## src/mms_pkg.sv

```systemverilog
// Shared types and constants for the mission mode supervisor.
// Used by the channel interfaces, mms_core and mission_mode_supervisor.
`default_nettype none
package mms_pkg;

  localparam int unsigned CFG_IDX_W  = 1;
  localparam int unsigned CFG_DATA_W = 16;

  localparam logic [CFG_IDX_W-1:0] CFG_STARTUP_HOLD = 1'd0;
  localparam logic [CFG_IDX_W-1:0] CFG_FAULT_GRACE  = 1'd1;

  localparam logic [CFG_DATA_W-1:0] STARTUP_HOLD_RST = 16'd500;
  localparam logic [CFG_DATA_W-1:0] FAULT_GRACE_RST  = 16'd750;

  localparam logic [1:0] KIND_STATUS = 2'd0;
  localparam logic [1:0] KIND_PATH   = 2'd1;
  localparam logic [1:0] KIND_TICK   = 2'd2;

  typedef enum logic [1:0] {
    MODE_STARTING = 2'd0,
    MODE_TRACK    = 2'd1,
    MODE_COMPLETE = 2'd2,
    MODE_ABORT    = 2'd3
  } mode_t;

  // fault vector bit order: state, command, error, speed, accel, track_err, geofence, nonfinite
  localparam logic [7:0] FAULT_CRITICAL = 8'b1100_1001;

  typedef struct packed {
    logic [1:0]  mode;
    logic [31:0] now_ms;
    logic        path_has_poses;
    logic        flag_state_stale;
    logic        flag_command_stale;
    logic        flag_error_stale;
    logic        flag_speed_exceeded;
    logic        flag_accel_exceeded;
    logic        flag_track_err_exceeded;
    logic        flag_geofence;
    logic        flag_nonfinite;
  } in_req_t;

  typedef struct packed {
    logic [1:0]  mission_mode;
    logic [31:0] stamp_ms;
  } out_res_t;

  typedef struct packed {
    logic                  we;
    logic [CFG_IDX_W-1:0]  index;
    logic [CFG_DATA_W-1:0] wdata;
  } cfg_wr_t;

endpackage
`default_nettype wire

```

## src/mms_in_if.sv

```systemverilog
// Input request channel of the mission mode supervisor.
// Depends on mms_pkg for the request payload type.
`default_nettype none
interface mms_in_if;
  logic            valid;
  logic            ready;
  mms_pkg::in_req_t payload;

  modport source (output valid, output payload, input ready);
  modport sink   (input valid, input payload, output ready);
endinterface
`default_nettype wire

```

## src/mms_out_if.sv

```systemverilog
// Result channel of the mission mode supervisor.
// Depends on mms_pkg for the result payload type.
`default_nettype none
interface mms_out_if;
  logic              valid;
  logic              ready;
  mms_pkg::out_res_t payload;

  modport source (output valid, output payload, input ready);
  modport sink   (input valid, input payload, output ready);
endinterface
`default_nettype wire

```

## src/mission_mode_supervisor.sv

```systemverilog
// Top level of the mission mode supervisor: request and result channels, config port.
// Depends on mms_pkg, mms_in_if, mms_out_if and mms_core.
//
// Usage:
//   in_req carries status, path and tick requests (valid/ready). Status requests
//   replace the eight latched fault flags; path requests with poses mark the
//   trajectory loaded; tick requests advance the mode machine and produce one
//   result on out_res with the mode and the tick's timestamp. Other kinds give
//   no result.
//   cfg_we/cfg_index/cfg_wdata write startup_hold_ms (0) and fault_grace_ms (1);
//   write only while no request is in flight.
//   A tick's result is registered in the output entry, or the skid entry if one waits.
//   Throughput: one request per cycle; the mode logic is a single registered pass
//   and a two-entry output buffer keeps in_req.ready high while one result waits.
//   Stall: with two results held, in_req.ready drops until out_res.ready frees one.
//   Reset (rst_n low, synchronous): mode STARTING, faults and flags clear,
//   config back to 500 ms hold and 750 ms grace, output buffer empty.
`default_nettype none
module mission_mode_supervisor #(
  parameter int unsigned TIME_WIDTH = 32
) (
  input  wire logic                            clk,
  input  wire logic                            rst_n,
  mms_in_if.sink                               in_req,
  mms_out_if.source                            out_res,
  input  wire logic                            cfg_we,
  input  wire logic [mms_pkg::CFG_IDX_W-1:0]   cfg_index,
  input  wire logic [mms_pkg::CFG_DATA_W-1:0]  cfg_wdata
);

  logic              accept;
  logic              push;
  mms_pkg::out_res_t res;
  mms_pkg::cfg_wr_t  cfg;

  logic              out_valid_r, out_valid_nxt;
  mms_pkg::out_res_t out_data_r, out_data_nxt;
  logic              skid_valid_r, skid_valid_nxt;
  mms_pkg::out_res_t skid_data_r, skid_data_nxt;
  logic              pop;

  assign in_req.ready = !skid_valid_r;
  assign accept       = in_req.valid && !skid_valid_r;
  assign cfg          = '{we: cfg_we, index: cfg_index, wdata: cfg_wdata};

  mms_core #(
    .TIME_WIDTH(TIME_WIDTH)
  ) u_core (
    .clk   (clk),
    .rst_n (rst_n),
    .accept(accept),
    .req   (in_req.payload),
    .cfg   (cfg),
    .push  (push),
    .res   (res)
  );

  assign pop             = out_valid_r && out_res.ready;
  assign out_res.valid   = out_valid_r;
  assign out_res.payload = out_data_r;

  always_comb begin
    out_valid_nxt  = out_valid_r;
    out_data_nxt   = out_data_r;
    skid_valid_nxt = skid_valid_r;
    skid_data_nxt  = skid_data_r;
    priority if (skid_valid_r) begin
      if (pop) begin
        out_data_nxt   = skid_data_r;
        skid_valid_nxt = 1'b0;
      end
    end else if (!out_valid_r || pop) begin
      out_valid_nxt = push;
      out_data_nxt  = res;
    end else begin
      if (push) begin
        skid_valid_nxt = 1'b1;
        skid_data_nxt  = res;
      end
    end
  end

  always_ff @(posedge clk) begin
    if (!rst_n) begin
      out_valid_r  <= 1'b0;
      skid_valid_r <= 1'b0;
    end else begin
      out_valid_r  <= out_valid_nxt;
      skid_valid_r <= skid_valid_nxt;
    end
  end

  always_ff @(posedge clk) begin
    out_data_r  <= out_data_nxt;
    skid_data_r <= skid_data_nxt;
  end

`ifndef SYNTHESIS
  a_skid_behind_out: assert property (@(posedge clk) disable iff (!rst_n)
    skid_valid_r |-> out_valid_r)
    else $error("skid holds a result ahead of output");
  a_tick_gives_result: assert property (@(posedge clk) disable iff (!rst_n)
    (accept && in_req.payload.mode == mms_pkg::KIND_TICK && !out_valid_r) |=> out_valid_r)
    else $error("tick result lost");
`endif

endmodule
`default_nettype wire

```

## src/mms_core.sv

```systemverilog
// Mode state machine, fault latch and configuration registers.
// Depends on mms_pkg; instantiated by mission_mode_supervisor.
`default_nettype none
module mms_core #(
  parameter int unsigned TIME_WIDTH = 32
) (
  input  wire logic              clk,
  input  wire logic              rst_n,
  input  wire logic              accept,
  input  wire mms_pkg::in_req_t  req,
  input  wire mms_pkg::cfg_wr_t  cfg,
  output logic                   push,
  output mms_pkg::out_res_t      res
);

  logic [mms_pkg::CFG_DATA_W-1:0] hold_r, hold_nxt;
  logic [mms_pkg::CFG_DATA_W-1:0] grace_r, grace_nxt;
  mms_pkg::mode_t                 mode_r, mode_nxt;
  logic [7:0]                     faults_r, faults_nxt;
  logic                           seen_r, seen_nxt;
  logic                           path_r, path_nxt;
  logic                           rv_r, rv_nxt;
  logic [TIME_WIDTH-1:0]          start_r, start_nxt;
  logic [TIME_WIDTH-1:0]          entry_r, entry_nxt;

  logic [TIME_WIDTH+31:0] now_ext;
  logic [TIME_WIDTH-1:0]  now;
  logic [TIME_WIDTH+31:0] stamp_ext;
  logic [TIME_WIDTH-1:0]  eff_start;
  logic [TIME_WIDTH-1:0]  since_ready;
  logic [TIME_WIDTH-1:0]  since_entry;
  logic [7:0]             req_faults;
  logic                   critical;
  logic                   startup_ok;
  logic                   in_grace;

  assign now_ext     = {{TIME_WIDTH{1'b0}}, req.now_ms};
  assign now         = now_ext[TIME_WIDTH-1:0];
  assign stamp_ext   = {32'd0, now};
  assign eff_start   = rv_r ? start_r : now;
  assign since_ready = now - eff_start;
  assign since_entry = now - entry_r;
  assign critical    = |(faults_r & mms_pkg::FAULT_CRITICAL);
  assign startup_ok  = path_r && !critical;
  assign in_grace    = since_entry < TIME_WIDTH'(grace_r);
  assign req_faults  = {req.flag_nonfinite, req.flag_geofence, req.flag_track_err_exceeded,
                        req.flag_accel_exceeded, req.flag_speed_exceeded,
                        req.flag_error_stale, req.flag_command_stale, req.flag_state_stale};

  always_comb begin
    hold_nxt   = hold_r;
    grace_nxt  = grace_r;
    mode_nxt   = mode_r;
    faults_nxt = faults_r;
    seen_nxt   = seen_r;
    path_nxt   = path_r;
    rv_nxt     = rv_r;
    start_nxt  = start_r;
    entry_nxt  = entry_r;
    push       = 1'b0;

    if (cfg.we) begin
      unique case (cfg.index)
        mms_pkg::CFG_STARTUP_HOLD: hold_nxt  = cfg.wdata;
        mms_pkg::CFG_FAULT_GRACE:  grace_nxt = cfg.wdata;
        default: ;
      endcase
    end

    if (accept) begin
      unique case (req.mode)
        mms_pkg::KIND_STATUS: begin
          faults_nxt = req_faults;
          seen_nxt   = 1'b1;
        end
        mms_pkg::KIND_PATH: begin
          if (req.path_has_poses) begin
            path_nxt = 1'b1;
          end
        end
        mms_pkg::KIND_TICK: begin
          push = 1'b1;
          if (!seen_r) begin
            mode_nxt = mms_pkg::MODE_STARTING;
            rv_nxt   = 1'b0;
          end else begin
            unique case (mode_r)
              mms_pkg::MODE_STARTING: begin
                if (startup_ok) begin
                  rv_nxt    = 1'b1;
                  start_nxt = eff_start;
                  if (since_ready > TIME_WIDTH'(hold_r)) begin
                    mode_nxt  = mms_pkg::MODE_TRACK;
                    entry_nxt = now;
                  end
                end else begin
                  rv_nxt = 1'b0;
                end
              end
              mms_pkg::MODE_TRACK: begin
                if (critical || (!in_grace && (faults_r != 8'd0))) begin
                  mode_nxt = mms_pkg::MODE_ABORT;
                end
              end
              default: ;
            endcase
          end
        end
        default: ;
      endcase
    end

    res.mission_mode = mode_nxt;
    res.stamp_ms     = stamp_ext[31:0];
  end

  always_ff @(posedge clk) begin
    if (!rst_n) begin
      hold_r   <= mms_pkg::STARTUP_HOLD_RST;
      grace_r  <= mms_pkg::FAULT_GRACE_RST;
      mode_r   <= mms_pkg::MODE_STARTING;
      faults_r <= 8'd0;
      seen_r   <= 1'b0;
      path_r   <= 1'b0;
      rv_r     <= 1'b0;
    end else begin
      hold_r   <= hold_nxt;
      grace_r  <= grace_nxt;
      mode_r   <= mode_nxt;
      faults_r <= faults_nxt;
      seen_r   <= seen_nxt;
      path_r   <= path_nxt;
      rv_r     <= rv_nxt;
    end
  end

  always_ff @(posedge clk) begin
    start_r <= start_nxt;
    entry_r <= entry_nxt;
  end

`ifndef SYNTHESIS
  a_abort_sticky: assert property (@(posedge clk) disable iff (!rst_n)
    mode_r == mms_pkg::MODE_ABORT |=> mode_r == mms_pkg::MODE_ABORT)
    else $error("abort left");
  a_no_complete: assert property (@(posedge clk) disable iff (!rst_n)
    mode_r != mms_pkg::MODE_COMPLETE)
    else $error("complete entered");
  a_start_before_status: assert property (@(posedge clk) disable iff (!rst_n)
    !seen_r |-> (mode_r == mms_pkg::MODE_STARTING && !rv_r))
    else $error("mode moved before status");
  a_track_needs_path: assert property (@(posedge clk) disable iff (!rst_n)
    mode_r != mms_pkg::MODE_STARTING |-> (path_r && seen_r))
    else $error("left startup without path");
`endif

endmodule
`default_nettype wire
```

## src/flat_wrapper.sv

```systemverilog
// flat-port wrapper written by rule: the top's interface ports become plain ports
module mission_mode_supervisor_flat 
#(
  parameter int unsigned TIME_WIDTH = 32
)
  (clk, rst_n, cfg_we, cfg_index, cfg_wdata, in_req_valid, in_req_payload, in_req_ready, out_res_valid, out_res_payload, out_res_ready);
  mms_in_if in_req_i ();
  mms_out_if out_res_i ();
  input  wire logic clk;
  input  wire logic rst_n;
  input  wire logic cfg_we;
  input  wire logic [mms_pkg::CFG_IDX_W-1:0] cfg_index;
  input  wire logic [mms_pkg::CFG_DATA_W-1:0] cfg_wdata;
  input wire logic [$bits(in_req_i.valid)-1:0] in_req_valid;
  input wire logic [$bits(in_req_i.payload)-1:0] in_req_payload;
  output wire logic [$bits(in_req_i.ready)-1:0] in_req_ready;
  output wire logic [$bits(out_res_i.valid)-1:0] out_res_valid;
  output wire logic [$bits(out_res_i.payload)-1:0] out_res_payload;
  input wire logic [$bits(out_res_i.ready)-1:0] out_res_ready;
  assign in_req_i.valid = in_req_valid;
  assign in_req_i.payload = in_req_payload;
  assign in_req_ready = in_req_i.ready;
  assign out_res_valid = out_res_i.valid;
  assign out_res_payload = out_res_i.payload;
  assign out_res_i.ready = out_res_ready;
  mission_mode_supervisor #(.TIME_WIDTH(TIME_WIDTH)) u_core (.clk(clk), .rst_n(rst_n), .in_req(in_req_i), .out_res(out_res_i), .cfg_we(cfg_we), .cfg_index(cfg_index), .cfg_wdata(cfg_wdata));
endmodule
```

## config.mk

```make
export PLATFORM = sky130hd
export DESIGN_NAME = mission_mode_supervisor_flat
export DESIGN_NICKNAME = d
export VERILOG_FILES = /design/src/mms_pkg.sv /design/src/mms_in_if.sv /design/src/mms_out_if.sv /design/src/mission_mode_supervisor.sv /design/src/mms_core.sv /design/src/flat_wrapper.sv
export SDC_FILE = /design/constraint.sdc
export NUM_CORES = 1
export LEC_CHECK = 0
export BUFFER_PORTS_ARGS = -buffer_cell sky130_fd_sc_hd__buf_4
export CORE_UTILIZATION = 65
export CTS_BUF_LIST = sky130_fd_sc_hd__clkbuf_16
export DETAILED_ROUTE_END_ITERATION = 7
export GPL_TIMING_DRIVEN = 0
export PLACE_DENSITY_LB_ADDON = 0.2
export RECOVER_POWER = 100
export SETUP_SLACK_MARGIN = 0.1
export SYNTH_ARGS = -nofsm -noshare
export SYNTH_HDL_FRONTEND = slang
export SYNTH_HIERARCHICAL = 1
export SYNTH_SLANG_ARGS = --single-unit
```

## constraint.sdc

```tcl
create_clock -name clk -period 11.1 [get_ports clk]
set_input_delay 2.22 -clock clk [delete_from_list [all_inputs] [get_ports clk]]
set_output_delay 2.22 -clock clk [all_outputs]
set_load 0.02 [all_outputs]
```

==> flow_summary.ini, run 1 <==
[global_route]
grt.total_usage = 0.332
grt_pass1_vias = 9348
grt_overflow = 0
grt_max_degree = 35
grt_pass1_wl_um = 47800
antenna_found_initial = 0

[sta]
rsz0062_at_grt = no
final_max_slew_viol_count = 93
hold_viol = 0
post-route-period-util = 0.799
max_slew_margin = -0.184
finalSetupViolCount = 0
worst_pin_slew_ns = 1.78
period_needed_ns = 8.87
fmax_mhz = 113
skew_ns = 0.0164
timing.setup.tns_ns = 0

[die]
die_h_um = 138
initial_core_util = 0.665
row_count = 49
die_x_um = 138
die-area_um2 = 19000
core_area_um2 = 18000
pin_count = 101

[synthesis]
async_reset_ff_frac = 0
yosys.area.top_type_share = 0.331
synth_area_leaders = edfxtp_1 (33%), ha_1 (9.9%), dfxtp_1 (7.9%), nand2_1 (4.0%), mux2i_1 (3.7%)
synth-seq-cells = 179
ys.warnings.count = 6
netlist-cell-type-count = 82
seq_area_frac_synth = 0.409
synth_area_per_cell_um2 = 9.73
synth_ff_type = edfxtp_1
synth_area_um2 = 12000
synth_nets = 1393
synth_top_cell_by_area = edfxtp_1
synth_edf_count = 132
syn_inst = 1231

[place]
place_inst = 1562
io_buffers = 100
hpwl_um = 23500
place_area_um2 = 13100
gp_congestion = 0.967

[finish]
area_delta_synth_final_pct = 10.9
final_core_util = 0.737
design_area_um2 = 13300
drive_gt1_frac = 0.115
nets = 1514
finalNonFillerCells = 1594
antenna_cells = 0

[clock_network]
cts-resized-gates = 0
numCtsBuffers = 17
clock-root-buffer = clkbuf_16
cts_hold_buf = 0
numClockSinks = 179
clkTransAtPathRegs_ns = 0.07
post_cts_buffers = 0
clk_latency_ns = 0.45
cts_max_path_buffers = 2
h-tree-depth = 4
tritoncts = done

[flow_run]
drv_cap = 3

[power]
power.leakage_uw = 0.00531
p_per_area_nw_per_um2 = 127
vdd_drop_max_uv = 110

[critical_path]
cp.arrival_ns = 8.91
critPathRequiredTime_ns = 11.14
cp-start-kind = input port
criticalPathCategory = in -> reg
crit_fanout = 27
critPathCaptureType = flop

[status]
violations = max-capacitance violations, max-slew violations
outcome = finished with violations

[route]
drtAntennaViolNets = 0
first_pass_iters = 6
drc = 0
drt_iter0_markers = 1073
vias = 9921
routedWlPerCell_um = 19.3
routed_via_density = 6.22
wirelength_um = 30800

[hold_path]
worstHoldPathType = reg -> reg
critical path: stages:
cell,delay (ns)
clkbuf_1,0.28
mux2i_1,0.19
ha_1,0.38
and3_1,0.18
a211oi_1,0.50
nand2_1,0.20
a21oi_1,0.57
nor2_1,0.13
nor2_1,0.15
xnor2_1,0.11
ha_1,0.30
nand4_1,0.15
nor4_1,0.48
a21boi_0,0.30
o31ai_1,0.16
o31ai_1,0.11
a2111oi_0,0.11
and4_1,0.22
a41oi_1,0.94
clkbuf_1,1.20
registers in the layout (all words and copies together), names as in the netlist:
register                flops
u_core/out_res.payload     34
u_core/skid_data_r         34
u_core/u_core/entry_r      32
u_core/u_core/start_r      32
u_core/u_core/grace_r      16
u_core/u_core/hold_r       16
u_core/u_core/faults_r      8
u_core/u_core/mode_r        2
u_core/out_res.valid        1
u_core/skid_valid_r         1
u_core/u_core/path_r        1
u_core/u_core/rv_r          1
u_core/u_core/seen_r        1
stage by stage:
step	hold slack, ns	setup WS, ns	power [µW]
global route	0.482	1.80	1750
floorplan	0.432	3.45	1010
finish	0.463	2.23	1680
global placement	0.449	1.34	1110
CTS	0.466	3.91	1700
detailed placement	0.455	3.49	1120
cell families after synthesis:
logic type	count (synthesis)	share of synthesized area
compound gates	306	0.173
mux	80	0.0706
xor+xnor	39	0.0285
simple gates	335	0.139
flops	179	0.409
buf+inv	195	0.0776
fa+ha+maj	97	0.103
placed cells by master (no fill, tap or decap), drive strengths merged, types with 5 or more instances in the layout:
| master | count |
|---|---|
| o22ai | 5 |
| nand4 | 21 |
| nand3b | 5 |
| inv | 124 |
| xnor2 | 24 |
| o21ai | 47 |
| edfxtp | 132 |
| a21boi | 24 |
| nand3 | 28 |
| a21o | 29 |
| mux2i | 44 |
| nor4 | 10 |
| nor2b | 18 |
| nand2b | 11 |
| and4 | 7 |
| nor3 | 14 |
| buf | 44 |
| nand2 | 128 |
| clkinv | 6 |
| mux2 | 36 |
| a31oi | 9 |
| and3 | 11 |
| a211oi | 16 |
| o211ai | 23 |
| or4 | 5 |
| xor2 | 15 |
| nor2 | 56 |
| o21a | 11 |
| ha | 95 |
| dfxtp | 47 |
| o2111ai | 5 |
| clkbuf | 154 |
| a21oi | 85 |
| and2 | 8 |
| o31ai | 8 |
worst paths after layout:
check / endpoint / cells past startpoint / slack [ns] / startpoint
setup / recovery: u_core/u_core/entry_r[11] / 20 / 2.23 / in_req_payload[13]
hold / removal: u_core/u_core/hold_r[13] / 2 / 0.46 / u_core/u_core/hold_r[13]
setup reg to reg: u_core/u_core/entry_r[11] / 21 / 2.67 / u_core/u_core/rv_r
hold reg to reg: u_core/u_core/hold_r[13] / 2 / 0.46 / u_core/u_core/hold_r[13]
where the power goes:
| part | internal [µW] | leakage (µW) | switching (µW) |
|---|---|---|---|
| Combinational | 138 | 0.00340 | 217 |
| Clock | 297 | 0.000280 | 289 |
| Sequential | 735 | 0.00162 | 7.02 |
synthesized netlist by cell type, types with 6 or more instances:
library cell / number
edfxtp_1: 132
nand2_1: 128
inv_1: 116
ha_1: 95
a21oi_1: 83
nor2_1: 55
dfxtp_1: 47
mux2i_1: 44
o21ai_0: 44
mux2_2: 36
buf_4: 34
clkbuf_1: 30
nand3_1: 28
a21o_1: 25
a21boi_0: 24
xnor2_1: 24
o211ai_1: 23
nand4_1: 21
nor2b_1: 18
xor2_1: 15
a211oi_1: 14
nor3_1: 13
nand2b_1: 11
o21a_1: 11
and3_1: 10
a31oi_1: 9
buf_6: 9
nor4_1: 9
o31ai_1: 8
and2_1: 7
and4_1: 6
per-layer routing:
layer  part of all wire  wire, µm  global-route usage
met1               0.45     13800               0.459
met2               0.46     14200               0.535
met3              0.070      2150              0.0511
met4              0.020       624               0.102
met5                  0         0                   0
final cells by class:
cell class | count | area, µm²
multi-input cells | 857 | 6130
flip-flops and latches | 179 | 4900
fillers | 1407 | 4740
repair buffers | 102 | 495
plain buffers | 79 | 460
inverters | 116 | 435
clock buffers | 17 | 425
well taps | 229 | 287
clock inverters | 15 | 144
(Power assumes the default switching activity.)
==> run 2, diff against run 1 <==
--- a/config.mk
+++ b/config.mk
@@ -5,8 +5,9 @@
 export SDC_FILE = /design/constraint.sdc
 export NUM_CORES = 1
 export LEC_CHECK = 0
+export ABC_AREA = 1
 export BUFFER_PORTS_ARGS = -buffer_cell sky130_fd_sc_hd__buf_4
-export CORE_UTILIZATION = 65
+export CORE_UTILIZATION = 61
 export CTS_BUF_LIST = sky130_fd_sc_hd__clkbuf_16
 export DETAILED_ROUTE_END_ITERATION = 7
 export GPL_TIMING_DRIVEN = 0
==> constraint.sdc (replaced) <==
create_clock -name clk -period 8.32 [get_ports clk]
set_input_delay 1.664 -clock clk [delete_from_list [all_inputs] [get_ports clk]]
set_output_delay 1.664 -clock clk [all_outputs]
set_load 0.02 [all_outputs]
==> run 2 against run 1 <==
  * The flow still finishes with violations (max-capacitance violations, max-slew violations)
  * Sequential power grew 33%
  * Total power grew 30%
  * Utilization shrank 4.3 points
  * Cell count grew 24%
  * Die area grew 7.8%
  * Cell area grew 1.7%
  * Worst setup slack lost 0.64 ns
  * Sequential cell count is the same
  * Area after synthesis grew 1.2%
  * Register-to-register slack lost 0.54 ns
  * Routed wire length grew 0.78%
  * Via count grew 7.3%
==> flow_summary.ini, run 2 <==
[clock_network]
clkTransAtPathRegs_ns = 0.08
cts_max_path_buffers = 2
h-tree-depth = 4
tritoncts = done
cts-resized-gates = 0
numClockSinks = 179
numCtsBuffers = 17
clock-root-buffer = clkbuf_16
cts_hold_buf = 0
post_cts_buffers = 0
clk_latency_ns = 0.44

[synthesis]
synth_area_leaders = edfxtp_1 (33%), nand2_1 (14%), ha_1 (9.8%), dfxtp_1 (7.8%), inv_1 (7.3%)
synth_most_common_cell = nand2_1
synth_edf_count = 132
synth-seq-cells = 179
syn_inst = 1582
synth_nets = 1744
yosys-top-cells-count = nand2_1 (459), inv_1 (237), edfxtp_1 (132), nor2_1 (114), a21oi_1 (96)
synth_ff_type = edfxtp_1
ys.warnings.count = 6
synth_area_per_cell_um2 = 7.67
synth_area_um2 = 12100
seq_area_frac_synth = 0.404
async_reset_ff_frac = 0
netlist-cell-type-count = 43
yosys.area.top_type_share = 0.327
synth_top_cell_by_area = edfxtp_1

[critical_path]
crit_fanout = 13
criticalPathCategory = in -> reg
cpMostUsedCell = nand2_1
cp_slowest_stage_delay_ns = 0.92
rr_worst_depth = 27
critPathCaptureType = flop
critPathRequiredTime_ns = 8.46
reg2reg_setup_slack_ns = 2.13
rr_endpoint = u_core/u_core/entry_r[8]
cp-startpoint = in_req_payload[18]
path_buf_inv = 3
crit_chain = clkbuf_1, o21ai_0, ha_1, nand2_1, nor2_1, nand2_1, o21ai_0, xor2_1, ha_1, nand4_1, nor3_1, nand2_1, nand3b_1, nand2_1, nand3_1, nor2_1, nand3_1, nor2_1, nand2_1, nand2_1, nor3_1, clkbuf_1, buf_6
cp-start-kind = input port
cp.arrival_ns = 6.87
r2r_start = u_core/u_core/rv_r
path_delay_family = simple AND/OR/NAND/NOR gates
worst_path_max_delay_cell = nor3_1

[route]
drtAntennaViolNets = 0
routed_via_density = 5.37
wirelength_um = 31000
routedWlPerCell_um = 15.6
drt_iter0_markers = 726
drc = 0
first_pass_iters = 5
vias = 10600

[place]
place_area_um2 = 13300
gp_congestion = 0.988
hpwl_um = 24700
post-place-ws_ns = 2.23
place_inst = 1950
io_buffers = 100

[sta]
final_max_slew_viol_count = 36
hold_viol = 0
finalSetupViolCount = 0
max_slew_margin = -0.538
post-route-period-util = 0.809
worst_slack_ns = 1.59
whs_ns = 0.460
timing.setup.tns_ns = 0
fmax_mhz = 149
rsz0062_at_grt = no
skew_ns = 0.0139
period_needed_ns = 6.73
worst_pin_slew_ns = 2.31

[die]
die-area_um2 = 20500
core_area_um2 = 19500
die_x_um = 143
pin_count = 101
initial_core_util = 0.623
row_count = 51
die_h_um = 143

[hold_path]
min_to = u_core/u_core/path_r
worstHoldPathType = reg -> reg
min_from = u_core/u_core/path_r
min_delay_path_depth = 2

[power]
combPwrFrac = 0.204
vdd_drop_max_uv = 149
seqPwrFrac = 0.451
clock_power_share = 0.346
netSwitchingFraction = 0.302
p_int_uw = 1530
p_sw_uw = 661
p_per_area_nw_per_um2 = 162
power.leakage_uw = 0.00639

[finish]
finalNonFillerCells = 1982
antenna_cells = 0
design_area_um2 = 13500
area_delta_synth_final_pct = 11.4
nets = 1866
final_cell_mix = nand2_1 (460), inv_1 (239), edfxtp_1 (132)
drive_gt1_frac = 0.108
layout_commonest_cell = nand2_1

[status]
violations = max-capacitance violations, max-slew violations
outcome = finished with violations

[flow_run]
drv_cap = 1

[global_route]
grt.total_usage = 0.311
grt_max_degree = 36
grt_pass1_wl_um = 48400
antenna_found_initial = 0
grt_pass1_vias = 9952
grt_overflow = 0
## run 2: changes by cell type after synthesis, sizes merged, moves of 36 or more
cell	delta
nor2	+72
mux2	-36
inv	+134
nand2	+347
o21ai	+43
mux2i	-44
## run 2: area by class of cell
cell class / instances / area [µm²]
plain buffers: 53 / 344
inverters: 254 / 953
well taps: 265 / 332
fillers: 1740 / 5950
multi-input cells: 1096 / 5920
clock buffers: 17 / 425
flip-flops and latches: 179 / 4900
repair buffers: 103 / 510
clock inverters: 15 / 124
## run 2: logic make-up (layout without fill, tap and decap cells)
logic type,after synthesis,in the layout,share of synthesized area
xor gates and xnor gates,29,29,0.0209
and+or+nand+nor,744,744,0.264
DFF,179,179,0.404
adders and majority gates,97,97,0.101
buffers and inverters,307,442,0.107
AOI/OAI and AO/OA,226,226,0.102
## run 2: worst max path at each step
stage | cells after the start | slack (ns) | endpoint
global placement | 24 | -0.11 | u_core/u_core/entry_r[0]
CTS | 26 | 2.67 | u_core/u_core/entry_r[8]
detailed placement | 26 | 2.23 | u_core/u_core/entry_r[0]
floorplan | 23 | 1.57 | u_core/u_core/entry_r[0]
global route | 23 | 1.16 | u_core/u_core/entry_r[8]
finish | 23 | 1.59 | u_core/u_core/entry_r[8]
## run 2: routing by layer
| metal | wire (µm) | track usage | up-vias | share of wire |
|---|---|---|---|---|
| met2 | 15100 | 0.541 | 302 | 0.49 |
| met5 | 0 | 0 | - | 0 |
| li1 | - | - | 5354 | - |
| met1 | 13700 | 0.400 | 4948 | 0.44 |
| met4 | 563 | 0.0996 | 0 | 0.018 |
| met3 | 1580 | 0.0399 | 38 | 0.051 |
## run 2: power groups by stage
stage / registers (µW) / clock network (µW) / logic, µW
2_1_floorplan: 1020 / 0 / 299
3_3_place_gp: 1010 / 0 / 444
3_5_place_dp: 1010 / 0 / 457
4_1_cts: 988 / 765 / 461
5_1_grt: 990 / 800 / 501
6_report: 988 / 758 / 447
## run 2: tightest hold or removal path: cells and delay by family (launching register included)
kind | cells | cell delay, ns
compound gates | 1 | 0.06
flops | 1 | 0.30
buf+inv | 1 | 0.06
## run 2: per-stage QoR
stage                util  total power (µW)
finish              0.694              2190
global route        0.694              2290
CTS                 0.710              2210
detailed placement  0.682              1470
global placement    0.679              1450
floorplan               -              1320
